`src/kwm_pkg.sv`:
```
// ----------------------------------------------------------------------------
// K-way sorted merge package
// Shared widths, default sizes and the queued item type.
// ----------------------------------------------------------------------------
`default_nettype none

package kwm_pkg;

  localparam int unsigned DATA_W         = 32;
  localparam int unsigned LIST_NUM_W     = 2;
  localparam int unsigned NUM_LISTS_DEF  = 4;
  localparam int unsigned LIST_DEPTH_DEF = 16;
  localparam int unsigned QUEUE_DEPTH    = 2;

  typedef struct packed {
    logic [LIST_NUM_W-1:0]    list_number;
    logic signed [DATA_W-1:0] element;
    logic                     final_element;
    logic                     in_range;
  } kwm_item_t;

endpackage

`default_nettype wire

```
`src/kwm_if.sv`:
```
// ----------------------------------------------------------------------------
// K-way sorted merge channels
// Valid/ready channels for input items and merged result items.
// ----------------------------------------------------------------------------
`default_nettype none

interface kwm_in_if;
  logic                             valid;
  logic                             ready;
  logic [kwm_pkg::LIST_NUM_W-1:0]   list_number;
  logic signed [kwm_pkg::DATA_W-1:0] element;
  logic                             final_element;

  modport source (output valid, output list_number, output element, output final_element,
                  input ready);
  modport sink (input valid, input list_number, input element, input final_element,
                output ready);
endinterface

interface kwm_out_if;
  logic                             valid;
  logic                             ready;
  logic signed [kwm_pkg::DATA_W-1:0] merged_value;
  logic [kwm_pkg::LIST_NUM_W-1:0]   source_list;
  logic                             end_of_run;
  logic                             dropped_seen;

  modport source (output valid, output merged_value, output source_list, output end_of_run,
                  output dropped_seen, input ready);
  modport sink (input valid, input merged_value, input source_list, input end_of_run,
                input dropped_seen, output ready);
endinterface

`default_nettype wire

```
`src/kwm_front.sv`:
```
// ----------------------------------------------------------------------------
// K-way sorted merge front end
// Registers each input item and marks whether its list number is in range.
// ----------------------------------------------------------------------------
`default_nettype none

module kwm_front #(
  parameter int unsigned NUM_LISTS = kwm_pkg::NUM_LISTS_DEF
) (
  input  logic               clk_i,
  input  logic               rst_ni,
  kwm_in_if.sink             in_i,
  output kwm_pkg::kwm_item_t item_o,
  output logic               item_valid_o,
  input  logic               item_ready_i
);
  import kwm_pkg::*;

  kwm_item_t item_q;
  logic      valid_q;
  logic      accept;

  assign in_i.ready   = !valid_q || item_ready_i;
  assign accept       = in_i.valid && in_i.ready;
  assign item_o       = item_q;
  assign item_valid_o = valid_q;

  always_ff @(posedge clk_i or negedge rst_ni) begin
    if (!rst_ni) begin
      valid_q <= 1'b0;
      item_q  <= '0;
    end else begin
      if (accept) begin
        valid_q              <= 1'b1;
        item_q.list_number   <= in_i.list_number;
        item_q.element       <= in_i.element;
        item_q.final_element <= in_i.final_element;
        item_q.in_range      <= int'(in_i.list_number) < int'(NUM_LISTS);
      end else if (item_ready_i) begin
        valid_q <= 1'b0;
      end
    end
  end

endmodule

`default_nettype wire

```
`src/kwm_fifo.sv`:
```
// ----------------------------------------------------------------------------
// K-way sorted merge item queue
// A short first-in first-out queue between the front end and the merge engine.
// ----------------------------------------------------------------------------
`default_nettype none

module kwm_fifo (
  input  logic               clk_i,
  input  logic               rst_ni,
  input  kwm_pkg::kwm_item_t push_item_i,
  input  logic               push_valid_i,
  output logic               push_ready_o,
  output kwm_pkg::kwm_item_t pop_item_o,
  output logic               pop_valid_o,
  input  logic               pop_ready_i
);
  import kwm_pkg::*;

  localparam int unsigned QUEUE_AW = (QUEUE_DEPTH > 1) ? $clog2(QUEUE_DEPTH) : 1;
  localparam int unsigned QCNT_W   = $clog2(QUEUE_DEPTH + 1);

  kwm_item_t           store_q [QUEUE_DEPTH];
  logic [QUEUE_AW-1:0] wr_ptr_q;
  logic [QUEUE_AW-1:0] rd_ptr_q;
  logic [QCNT_W-1:0]   count_q;
  logic                push;
  logic                pop;

  assign push_ready_o = count_q != QCNT_W'(QUEUE_DEPTH);
  assign pop_valid_o  = count_q != '0;
  assign pop_item_o   = store_q[rd_ptr_q];
  assign push         = push_valid_i && push_ready_o;
  assign pop          = pop_valid_o && pop_ready_i;

  always_ff @(posedge clk_i) begin
    if (push) begin
      store_q[wr_ptr_q] <= push_item_i;
    end
  end

  always_ff @(posedge clk_i or negedge rst_ni) begin
    if (!rst_ni) begin
      wr_ptr_q <= '0;
      rd_ptr_q <= '0;
      count_q  <= '0;
    end else begin
      if (push) begin
        wr_ptr_q <= (wr_ptr_q == QUEUE_AW'(QUEUE_DEPTH - 1)) ? '0 : wr_ptr_q + 1'b1;
      end
      if (pop) begin
        rd_ptr_q <= (rd_ptr_q == QUEUE_AW'(QUEUE_DEPTH - 1)) ? '0 : rd_ptr_q + 1'b1;
      end
      if (push && !pop) begin
        count_q <= count_q + 1'b1;
      end else if (pop && !push) begin
        count_q <= count_q - 1'b1;
      end
    end
  end

endmodule

`default_nettype wire

```
`src/kwm_back.sv`:
```
// ----------------------------------------------------------------------------
// K-way sorted merge engine
// Stores elements per list and, on the final item, merges all lists in order.
// ----------------------------------------------------------------------------
`default_nettype none

module kwm_back #(
  parameter int unsigned NUM_LISTS  = kwm_pkg::NUM_LISTS_DEF,
  parameter int unsigned LIST_DEPTH = kwm_pkg::LIST_DEPTH_DEF
) (
  input  logic               clk_i,
  input  logic               rst_ni,
  input  kwm_pkg::kwm_item_t item_i,
  input  logic               item_valid_i,
  output logic               item_ready_o,
  kwm_out_if.source          out_o
);
  import kwm_pkg::*;

  localparam int unsigned LANE_W  = $clog2(NUM_LISTS);
  localparam int unsigned LCNT_W  = $clog2(NUM_LISTS + 1);
  localparam int unsigned CNT_W   = $clog2(LIST_DEPTH + 1);
  localparam int unsigned ENTRIES = NUM_LISTS * LIST_DEPTH;
  localparam int unsigned ADDR_W  = $clog2(ENTRIES);
  localparam int unsigned TOT_W   = $clog2(ENTRIES + 1);

  typedef enum logic [1:0] {
    ST_LOAD,
    ST_SCAN,
    ST_EMIT
  } state_e;

  state_e                   state_q;
  logic [DATA_W-1:0]        mem [ENTRIES];
  logic [DATA_W-1:0]        rd_data_q;
  logic [CNT_W-1:0]         fill_q [NUM_LISTS];
  logic [CNT_W-1:0]         head_q [NUM_LISTS];
  logic                     drop_q;
  logic [TOT_W-1:0]         total_q;
  logic [TOT_W-1:0]         emitted_q;
  logic [LCNT_W-1:0]        lane_q;
  logic                     rd_vld_q;
  logic [LANE_W-1:0]        rd_lane_q;
  logic                     found_q;
  logic [LANE_W-1:0]        best_q;
  logic signed [DATA_W-1:0] best_val_q;
  logic                     out_valid_q;
  logic signed [DATA_W-1:0] merged_q;
  logic [LIST_NUM_W-1:0]    source_q;
  logic                     end_q;
  logic                     dropped_q;

  logic [LANE_W-1:0] ld_lane;
  logic              ld_store;
  logic              mem_we;
  logic [ADDR_W-1:0] wr_addr;
  logic [LANE_W-1:0] scan_lane;
  logic              scan_issue;
  logic              scan_live;
  logic              mem_re;
  logic [ADDR_W-1:0] rd_addr;
  logic              emit_ok;
  logic              last_out;

  assign item_ready_o = state_q == ST_LOAD;
  assign ld_lane      = LANE_W'(item_i.list_number);
  assign ld_store     = item_i.in_range && (fill_q[ld_lane] < CNT_W'(LIST_DEPTH));
  assign mem_we       = item_valid_i && item_ready_o && ld_store;
  assign wr_addr      = ADDR_W'(ld_lane) * ADDR_W'(LIST_DEPTH) + ADDR_W'(fill_q[ld_lane]);

  assign scan_lane  = lane_q[LANE_W-1:0];
  assign scan_issue = (state_q == ST_SCAN) && (lane_q < LCNT_W'(NUM_LISTS));
  assign scan_live  = head_q[scan_lane] < fill_q[scan_lane];
  assign mem_re     = scan_issue && scan_live;
  assign rd_addr    = ADDR_W'(scan_lane) * ADDR_W'(LIST_DEPTH) + ADDR_W'(head_q[scan_lane]);

  assign emit_ok  = (state_q == ST_EMIT) && (!out_valid_q || out_o.ready);
  assign last_out = TOT_W'(emitted_q + 1'b1) == total_q;

  assign out_o.valid        = out_valid_q;
  assign out_o.merged_value = merged_q;
  assign out_o.source_list  = source_q;
  assign out_o.end_of_run   = end_q;
  assign out_o.dropped_seen = dropped_q;

  always_ff @(posedge clk_i) begin
    if (mem_we) begin
      mem[wr_addr] <= item_i.element;
    end
    if (mem_re) begin
      rd_data_q <= mem[rd_addr];
    end
  end

  always_ff @(posedge clk_i or negedge rst_ni) begin
    if (!rst_ni) begin
      state_q     <= ST_LOAD;
      for (int i = 0; i < NUM_LISTS; i++) begin
        fill_q[i] <= '0;
        head_q[i] <= '0;
      end
      drop_q      <= 1'b0;
      total_q     <= '0;
      emitted_q   <= '0;
      lane_q      <= '0;
      rd_vld_q    <= 1'b0;
      rd_lane_q   <= '0;
      found_q     <= 1'b0;
      best_q      <= '0;
      best_val_q  <= '0;
      out_valid_q <= 1'b0;
      merged_q    <= '0;
      source_q    <= '0;
      end_q       <= 1'b0;
      dropped_q   <= 1'b0;
    end else begin
      if (out_valid_q && out_o.ready) begin
        out_valid_q <= 1'b0;
      end
      unique case (state_q)
        ST_LOAD: begin
          if (item_valid_i) begin
            if (ld_store) begin
              fill_q[ld_lane] <= fill_q[ld_lane] + 1'b1;
              total_q         <= total_q + 1'b1;
            end else begin
              drop_q <= 1'b1;
            end
            if (item_i.final_element) begin
              if ((total_q == '0) && !ld_store) begin
                drop_q <= 1'b0;
              end else begin
                emitted_q <= '0;
                lane_q    <= '0;
                found_q   <= 1'b0;
                rd_vld_q  <= 1'b0;
                state_q   <= ST_SCAN;
              end
            end
          end
        end
        ST_SCAN: begin
          if (scan_issue) begin
            lane_q <= lane_q + 1'b1;
          end
          rd_vld_q  <= mem_re;
          rd_lane_q <= scan_lane;
          if (rd_vld_q && (!found_q || ($signed(rd_data_q) < best_val_q))) begin
            found_q    <= 1'b1;
            best_q     <= rd_lane_q;
            best_val_q <= $signed(rd_data_q);
          end
          if (!scan_issue) begin
            state_q <= ST_EMIT;
          end
        end
        ST_EMIT: begin
          if (emit_ok) begin
            out_valid_q    <= 1'b1;
            merged_q       <= best_val_q;
            source_q       <= LIST_NUM_W'(best_q);
            end_q          <= last_out;
            dropped_q      <= drop_q;
            head_q[best_q] <= head_q[best_q] + 1'b1;
            emitted_q      <= emitted_q + 1'b1;
            if (last_out) begin
              for (int i = 0; i < NUM_LISTS; i++) begin
                fill_q[i] <= '0;
                head_q[i] <= '0;
              end
              drop_q  <= 1'b0;
              total_q <= '0;
              state_q <= ST_LOAD;
            end else begin
              lane_q  <= '0;
              found_q <= 1'b0;
              state_q <= ST_SCAN;
            end
          end
        end
        default: begin
          state_q <= ST_LOAD;
        end
      endcase
    end
  end

endmodule

`default_nettype wire

```
`src/k_way_sorted_merge_top.sv`:
```
// ----------------------------------------------------------------------------
// K-way sorted merge top level
// Loads tagged elements into per-list stores and merges them into one run.
// ----------------------------------------------------------------------------
// Each input item is stored when it reaches the merge engine, so while no
// merge runs a set loads at one element per cycle through a front register and
// a two-entry queue. An item marked final starts the merge; for each result the
// engine reads the current head of each list through the single read port of
// the element store, one list per cycle, keeps the smallest (lowest list number
// on ties), then hands it to the output register. Elements sent to a full list
// or to a list number at or above NUM_LISTS are dropped and reported on every
// result of that run. A final item with no stored elements produces no
// results. No new items are taken while a merge runs; the front register and
// queue still absorb up to three items.
`default_nettype none

module k_way_sorted_merge_top #(
  parameter int unsigned NUM_LISTS  = kwm_pkg::NUM_LISTS_DEF,
  parameter int unsigned LIST_DEPTH = kwm_pkg::LIST_DEPTH_DEF
) (
  input  logic      clk_i,
  input  logic      rst_ni,
  kwm_in_if.sink    in_i,
  kwm_out_if.source out_o
);
  import kwm_pkg::*;

  kwm_item_t front_item;
  logic      front_valid;
  logic      front_ready;
  kwm_item_t queue_item;
  logic      queue_valid;
  logic      queue_ready;

  kwm_front #(
    .NUM_LISTS (NUM_LISTS)
  ) u_front (
    .clk_i        (clk_i),
    .rst_ni       (rst_ni),
    .in_i         (in_i),
    .item_o       (front_item),
    .item_valid_o (front_valid),
    .item_ready_i (front_ready)
  );

  kwm_fifo u_fifo (
    .clk_i        (clk_i),
    .rst_ni       (rst_ni),
    .push_item_i  (front_item),
    .push_valid_i (front_valid),
    .push_ready_o (front_ready),
    .pop_item_o   (queue_item),
    .pop_valid_o  (queue_valid),
    .pop_ready_i  (queue_ready)
  );

  kwm_back #(
    .NUM_LISTS  (NUM_LISTS),
    .LIST_DEPTH (LIST_DEPTH)
  ) u_back (
    .clk_i        (clk_i),
    .rst_ni       (rst_ni),
    .item_i       (queue_item),
    .item_valid_i (queue_valid),
    .item_ready_o (queue_ready),
    .out_o        (out_o)
  );

endmodule

`default_nettype wire

```
`src/flat_wrapper.sv`:
```
// flat-port wrapper written by rule: the top's interface ports become plain ports
module k_way_sorted_merge_top_flat import kwm_pkg::*;
#(
  parameter int unsigned NUM_LISTS  = kwm_pkg::NUM_LISTS_DEF,
  parameter int unsigned LIST_DEPTH = kwm_pkg::LIST_DEPTH_DEF
)
  (clk_i, rst_ni, in_i_valid, in_i_list_number, in_i_element, in_i_final_element, in_i_ready, out_o_valid, out_o_merged_value, out_o_source_list, out_o_end_of_run, out_o_dropped_seen, out_o_ready);
  kwm_in_if in_i_i ();
  kwm_out_if out_o_i ();
  input  logic clk_i;
  input  logic rst_ni;
  input wire logic [$bits(in_i_i.valid)-1:0] in_i_valid;
  input wire logic [$bits(in_i_i.list_number)-1:0] in_i_list_number;
  input wire logic [$bits(in_i_i.element)-1:0] in_i_element;
  input wire logic [$bits(in_i_i.final_element)-1:0] in_i_final_element;
  output wire logic [$bits(in_i_i.ready)-1:0] in_i_ready;
  output wire logic [$bits(out_o_i.valid)-1:0] out_o_valid;
  output wire logic [$bits(out_o_i.merged_value)-1:0] out_o_merged_value;
  output wire logic [$bits(out_o_i.source_list)-1:0] out_o_source_list;
  output wire logic [$bits(out_o_i.end_of_run)-1:0] out_o_end_of_run;
  output wire logic [$bits(out_o_i.dropped_seen)-1:0] out_o_dropped_seen;
  input wire logic [$bits(out_o_i.ready)-1:0] out_o_ready;
  assign in_i_i.valid = in_i_valid;
  assign in_i_i.list_number = in_i_list_number;
  assign in_i_i.element = in_i_element;
  assign in_i_i.final_element = in_i_final_element;
  assign in_i_ready = in_i_i.ready;
  assign out_o_valid = out_o_i.valid;
  assign out_o_merged_value = out_o_i.merged_value;
  assign out_o_source_list = out_o_i.source_list;
  assign out_o_end_of_run = out_o_i.end_of_run;
  assign out_o_dropped_seen = out_o_i.dropped_seen;
  assign out_o_i.ready = out_o_ready;
  k_way_sorted_merge_top #(.NUM_LISTS(NUM_LISTS), .LIST_DEPTH(LIST_DEPTH)) u_core (.clk_i(clk_i), .rst_ni(rst_ni), .in_i(in_i_i), .out_o(out_o_i));
endmodule
```
`config.mk`:
```
export PLATFORM = sky130hd
export DESIGN_NAME = k_way_sorted_merge_top_flat
export DESIGN_NICKNAME = d
export VERILOG_FILES = /design/src/kwm_pkg.sv /design/src/kwm_if.sv /design/src/kwm_front.sv /design/src/kwm_fifo.sv /design/src/kwm_back.sv /design/src/k_way_sorted_merge_top.sv /design/src/flat_wrapper.sv
export SDC_FILE = /design/constraint.sdc
export NUM_CORES = 2
export LEC_CHECK = 0
export ABC_AREA = 1
export BUFFER_PORTS_ARGS = -buffer_cell sky130_fd_sc_hd__buf_2
export CORE_UTILIZATION = 48
export CTS_CLUSTER_DIAMETER = 80
export CTS_CLUSTER_SIZE = 25
export DETAILED_ROUTE_END_ITERATION = 16
export PLACE_DENSITY_LB_ADDON = 0.1
export SYNTH_ARGS = -nofsm -noshare
export SYNTH_HDL_FRONTEND = slang
export SYNTH_SLANG_ARGS = --single-unit
```
`constraint.sdc`:
```
create_clock -name clk_i -period 3.91 [get_ports clk_i]
set_input_delay 0.782 -clock clk_i [delete_from_list [all_inputs] [get_ports clk_i]]
set_output_delay 0.782 -clock clk_i [all_outputs]
set_load 0.03 [all_outputs]
```
# Word-level counts from Yosys, hierarchy flattened
# Memories as Yosys holds them, arrays and structs flattened. A register that Yosys moved wholly into a read port is not among the register bits.
# Cells that the tools add are included.
dict set report word_totals {
  register_bits 176
  mem_bits_rw 2120
  input_bits 39
  output_inout_bits 38
  memories 2
}
# memory depth width rd rd_ports_with_merged_regs write_ports line
set mem_list {}
lappend mem_list {u_core.u_back.mem 64 32 1 1 1 kwm_back.sv:34} ;# logic [DATA_W-1:0] mem [ENTRIES];
lappend mem_list {u_core.u_fifo.store_q 2 36 1 0 1 kwm_fifo.sv:22} ;# kwm_item_t store_q [QUEUE_DEPTH];
dict set report op_classes {
  n_addsub 11
  magnitude_cmp 9
  n_eq_ne 14
  muxes 76
  bitwise_logic 3
  reduce_logical 41
}
# operator n
set ops {}
lappend ops {{20-bit 2-to-1 mux} 5}
lappend ops {{7-bit 2-to-1 mux} 8}
lappend ops {{5-bit 2-to-1 mux} 10}
lappend ops {{5-bit binary-select mux with 2-bit select} 4}
lappend ops {{20-bit bitwise mux} 2}
lappend ops {{20-bit case mux with 2 select lines} 1}
lappend ops {{32-bit < comparator} 1}
lappend ops {{7-bit case mux with 2 select lines} 2}
lappend ops {{1-bit 2-to-1 mux} 24}
lappend ops {{5-bit demux with 2-bit select} 2}
lappend ops {{3-bit 2-to-1 mux} 6}
lappend ops {{2-bit inequality test (second input constant)} 9}
lappend ops {{1-bit logical AND} 15}
lappend ops {{5-bit AND reduction} 3}
lappend ops {{7-bit by 1-bit adder with 7-bit output (second input constant)} 2}
lappend ops {{2-bit 2-to-1 mux} 7}
lappend ops {{7-bit AND reduction} 2}
lappend ops {{6-bit by 5-bit adder with 6-bit output} 2}
lappend ops {{5-bit by 1-bit adder with 5-bit output (second input constant)} 2}
lappend ops {{2-bit nonzero test} 5}
lappend ops {{3-bit >= comparator (second input constant)} 3}
lappend ops {{2-bit inverter with 3-bit output} 3}
lappend ops {{3-bit case mux with 3 select lines} 1}
lappend ops {{4-bit AND reduction} 2}
lappend ops {{21 further kinds} 33}

# Logic depth before layout (Yosys ltp)
# An unclocked memory read counts as a cell.
dict set report logic_depth {
  word_depth 13
  depth_mapped 18
}

# By module
# From an unflattened synthesis, not the netlist that was laid out.
dict set report unflattened {
  cells_unflattened 7990
  area_unflattened_um2 96685.2
}
# mod n_inst cells_each area_each_um2
set modules_own_cells {}
lappend modules_own_cells {kwm_back 1 7615 92173.4}
lappend modules_own_cells {kwm_fifo 1 216 2857.7}
lappend modules_own_cells {kwm_front 1 159 1654.1}

# Least setup slack after synthesis
# No wires, ideal clock.
dict set report synth_timing {
  kind {register -> register}
  start {reg u_core.u_fifo.rd_ptr_q}
  end {mem u_core.u_back.mem[48][0] (enable)}
  arrival_ps 3369
  t_required_ps 3489
  slack_ps 120
  stages_incl_launch_ff 14
  synth_period_minus_slack_ps 3790
  cell_sequence {dfrtp_1 -> buf_6 -> nand2_1 -> nand2_2 -> nand2_2 -> nor2_1 -> a21oi_4 -> nand2_1 -> ha_1 -> xnor2_1 -> inv_1 -> nor2_1 -> nand2_4 -> nor2_1}
}
dict set report synth_via {
  elab_chain_cells 10
}
# item line
set synth_rtl {}
lappend synth_rtl {{start, declared} kwm_fifo.sv:24} ;# logic [QUEUE_AW-1:0] rd_ptr_q;
lappend synth_rtl {{start signal, assigned} kwm_fifo.sv:51} ;# rd_ptr_q <= (rd_ptr_q == QUEUE_AW'(QUEUE_DEPTH - 1)) ? '0 : rd_ptr_q + 1'b1;
lappend synth_rtl {{memory read 2 x 36 bit (*)} n/a}
lappend synth_rtl {{2-bit inverter with 3-bit output (implied by the code)} {kwm_back.sv:67, kwm_back.sv:69}}
lappend synth_rtl {{5-bit binary-select mux with 2-bit select} {kwm_back.sv:67, kwm_back.sv:69}}
lappend synth_rtl {{5-bit 2-to-1 mux (implied by the code) (2 in a row)} {kwm_back.sv:67, kwm_back.sv:69}}
lappend synth_rtl {{5-bit < comparator} kwm_back.sv:67} ;# assign ld_store = item_i.in_range && (fill_q[ld_lane] < CNT_W'(LIST_DEPTH));
lappend synth_rtl {{1-bit logical AND} kwm_back.sv:67}
lappend synth_rtl {{1-bit logical AND} kwm_back.sv:68} ;# assign mem_we = item_valid_i && item_ready_o && ld_store;
lappend synth_rtl {{1-bit 2-to-1 mux} kwm_back.sv:87} ;# if (mem_we) begin
lappend synth_rtl {{1-bit 2-to-1 mux (implied by the code)} kwm_back.sv:88} ;# mem[wr_addr] <= item_i.element;
lappend synth_rtl {{end, declared} kwm_back.sv:34}
# Mark *: on every way between the ends. The rest lies on a longest branch, timed or not. The select of a mux whose other input is x is not followed.

# Worst setup path after layout
dict set report layout_timing {
  start {reg u_core.u_fifo.rd_ptr_q}
  end {mem u_core.u_back.mem[25][6] (enable)}
}
# The elaborated chain is that of the path after synthesis.

==> impl_metrics.csv <==
group,metric,value,unit
outcome,status,"finished clean",
sta,fin_skew,40.27,ps
layout,fill_cells,16710,
grt,grt_start_max_net_pins,122,
layout,layout_commonest_cell,"edfxtp_1",
clock_tree,worst_setup_hold_path_clk_slew,100,ps
power,ir_drop,857.6,µV
place,place.detailed.hpwl,162.2,mm
clock_tree,clock_path_buffers,3,
floorplan,start_util,48.51,%
clock_tree,numCtsBuffers,131,
detailed_routing,drcViolationCount,0,
sta,timing.setup.tns,0,ps
layout,register_area,69030,µm²
power,power_frac_comb,47.3,%
setup_path,r2r_slack,130,ps
sta,worst_pin_slew,1162,ps
setup_path,crit_slowest_cell,"nor2_1",
setup_path,cp.required,4410,ps
place,dp.cells,10470,
detailed_routing,via_per_inst,5.610,
layout,final_cells,10700,
detailed_routing,wirelength,268.7,mm
yosys,ys_warn_count,0,
power,clockPowerShare,16.6,%
yosys,ys_seq_area_share,71.78,%
layout,multiInputGateArea,21330,µm²
yosys,synthArstFlopShare,7.560,%
setup_path,crit_arrival,4280,ps
yosys,synth_enable_flop_cells,2152,
place,portBuffers,76,
sta,rsz0062_at_grt,"false",
grt,grt_pass1_vias,56950,
sta,slew_violations,0,
detailed_routing,first_pass_iters,6,
power,internal_power,52420,µW
power,switchingPower,43160,µW
layout,final_cell_mix,"2152 x edfxtp_1, 1126 x inv_1, 1032 x nand3_1",
min_path,min_to,"u_core.u_back.out_o.valid",
floorplan,fp-row-count,163,
min_path,worstHoldPathCells,2,
grt,track_usage,26.46,%
min_path,hold_class,"in -> reg",
layout,layout-area-overhead-vs-synth,11.02,%
setup_path,cp-start-kind,"register",
grt,antenna_found_initial,11,
power,seq_power_share,36.1,%
sta,setup_viol,0,
yosys,ys_types,45,
detailed_routing,drt_iter0_drc,6410,
setup_path,critical-path-top-delay-family,"simple AND/OR/NAND/NOR gates",
sta,holdWs,171.0,ps
min_path,hold_start,"out_o_ready",
layout,final_nets,8050,
setup_path,max_stage_delay,700,ps
yosys,synth_flop_cell,"edfxtp_1",
layout,drive_gt1_share,9.628,%
setup_path,crit_buf_inv,3,
place,finalWeightedCongestion,0.8860,
power,p_sw_share,45.15,%
yosys,syn_area,96160,µm²
grt,grt_first_pass_wirelength,392.2,mm
yosys,synthesis.nets,8011,
floorplan,fp.dieH,449.6,µm
clock_tree,clock_latency,820,ps
floorplan,dieArea,202100,µm²
detailed_routing,wire_per_inst,25.11,µm
clock_tree,cts-root-buf,"clkbuf_16",
yosys,ys_ff_latch,2328,
setup_path,worstReg2RegStart,"u_core.u_fifo.rd_ptr_q",
layout,utilization,53.86,%
floorplan,coreArea,198200,µm²
setup_path,reg2reg_depth,12,
floorplan,die_x,449.6,µm
setup_path,crit_type,"reg -> reg",
floorplan,ios,77,
setup_path,crit_chain,"buf_4 -> nand2_1 -> nand2_2 -> nor2_2 -> a21oi_4 -> nand2_1 -> ha_1 -> inv_1 -> nor2_1 -> nand2_4 -> nor2_4 -> buf_4",
detailed_routing,drtAntennaViolNets,0,
sta,fin_crit_sh,96.68,%
yosys,avgSynthCellArea,12.13,µm²
sta,fmax,264.5,MHz
run,maxCapViolCount,0,
power,power.density,895.2,nW/µm²
power,p_leak,0.03962,µW
detailed_routing,vias,60030,
setup_path,crit_fanout,8,
sta,max_slew_margin,22.35,%
sta,fin_crit,3780,ps
grt,overflow,0,
setup_path,endpoint_kind,"register",
clock_tree,cts_tree,"yes",
yosys,syn_inst,7928,
clock_tree,htree_levels,4,
sta,hold_violations,0,
clock_tree,clkSinkCount,2328,
setup_path,r2r-end,"u_core.u_back.mem[25][6]",
[metrics by stage]
step                      worst slack, ps  total power, µW  cell area, µm²
after floorplan                     119.8            59820           96160
after global placement              20.20            79740          102300
after detailed placement            30.71            80180          102300
after CTS                           241.3            95940          106800
after global routing                90.81           100300          106800
final                               129.7            95570          106800
[power by group through the flow]
stage / Sequential [µW] / Clock (µW) / Combinational [µW]
after floorplan: 35100 / 0 / 24700
after global placement: 35000 / 0 / 44700
after detailed placement: 35000 / 0 / 45200
after CTS: 34500 / 16200 / 45300
after global routing: 34600 / 17000 / 48700
final: 34500 / 15900 / 45200
[layout make-up]
cell class,count,share of cell area (%)
flip-flops and latches,2328,64.66
multi-input cells,3983,19.98
repair buffers,387,4.134
inverters,1136,4.007
clock buffers,143,3.222
well taps,2640,3.094
clock inverters,83,0.9059
diodes,1,0.002344
[worst max-delay path by stage]
stage | startpoint | end | slack (ps) | cells after the start
final | u_core.u_fifo.rd_ptr_q | u_core.u_back.mem[25][6] | 130 | 12
after global routing | u_core.u_fifo.rd_ptr_q | u_core.u_back.mem[25][6] | 90 | 14
after CTS | u_core.u_fifo.rd_ptr_q | u_core.u_back.mem[25][6] | 240 | 12
after detailed placement | u_core.u_fifo.rd_ptr_q | u_core.u_back.mem[57][7] | 30 | 14
after global placement | u_core.u_fifo.rd_ptr_q | u_core.u_back.mem[57][7] | 20 | 15
after floorplan | u_core.u_fifo.rd_ptr_q | u_core.u_back.mem[48][0] | 120 | 13
[kinds of logic (layout without fill, tap and decap cells)]
group	after synthesis	in the layout	synth area share, %
flops	2328	2328	71.78
simple gates	2245	2245	10.31
compound gates	1638	1638	10.04
buf+inv	1617	1749	6.698
fa+ha+maj	44	44	0.5725
mux	35	35	0.4099
xor+xnor	21	21	0.1913
other cells	0	1	0
[timing repair]
item	in CTS	in global routing
buffers inserted	0	0
hold buffers	1	0
hold endpoints to repair	63	0
setup endpoints to repair	1	0
gates resized for setup	1	0
[synthesized netlist by cell type, drive strengths merged (2+ instances only)]
cell type  count  area [µm²]
o31ai          7       52.55
inv         1135        4260
or2            2       12.51
nor3           3       15.01
nand2       1053        4033
dfrtp        176        4404
xor2          16       140.1
clkbuf       177       664.4
nor2         138       563.0
o22ai          3       18.77
ha            44       550.5
o211ai       545        4091
nand3b         2       15.01
nand3       1036        5205
xnor2          5       43.79
buf          304        1511
a22oi          3       22.52
a21oi        517        2610
a22o           2       17.52
edfxtp      2152       64620
o21ai        554        2780
o21a           2       15.01
nand4          9       56.30
mux2          35       394.1
[flip-flops by register name (all words and copies together), names as in the netlist, 2 cells and up]
name and flops:
u_core.u_fifo.count_q 2, u_core.u_back.state_q 2, u_core.u_back.emitted_q 7, u_core.u_back.total_q 7, u_core.u_fifo.store_q 72, u_core.u_back.best_val_q 32
u_core.u_back.mem 2048, u_core.u_back.rd_data_q 32, u_core.u_back.lane_q 3, u_core.u_back.out_o.merged_value 32, u_core.u_back.out_o.source_list 2, u_core.u_back.fill_q 20
u_core.u_back.rd_lane_q 2, u_core.u_front.item_o 36, u_core.u_back.head_q 20, u_core.u_back.best_q 2
[metal layers]
metal	track usage, %	share of wire [%]	vias to the layer above
li1	-	-	28070
met1	37.43	43	29680
met2	42.31	47	1946
met3	3.401	6.2	331
met4	9.104	3.6	0
met5	0	0	-
No activity file was read; power rests on OpenSTA's default activity.
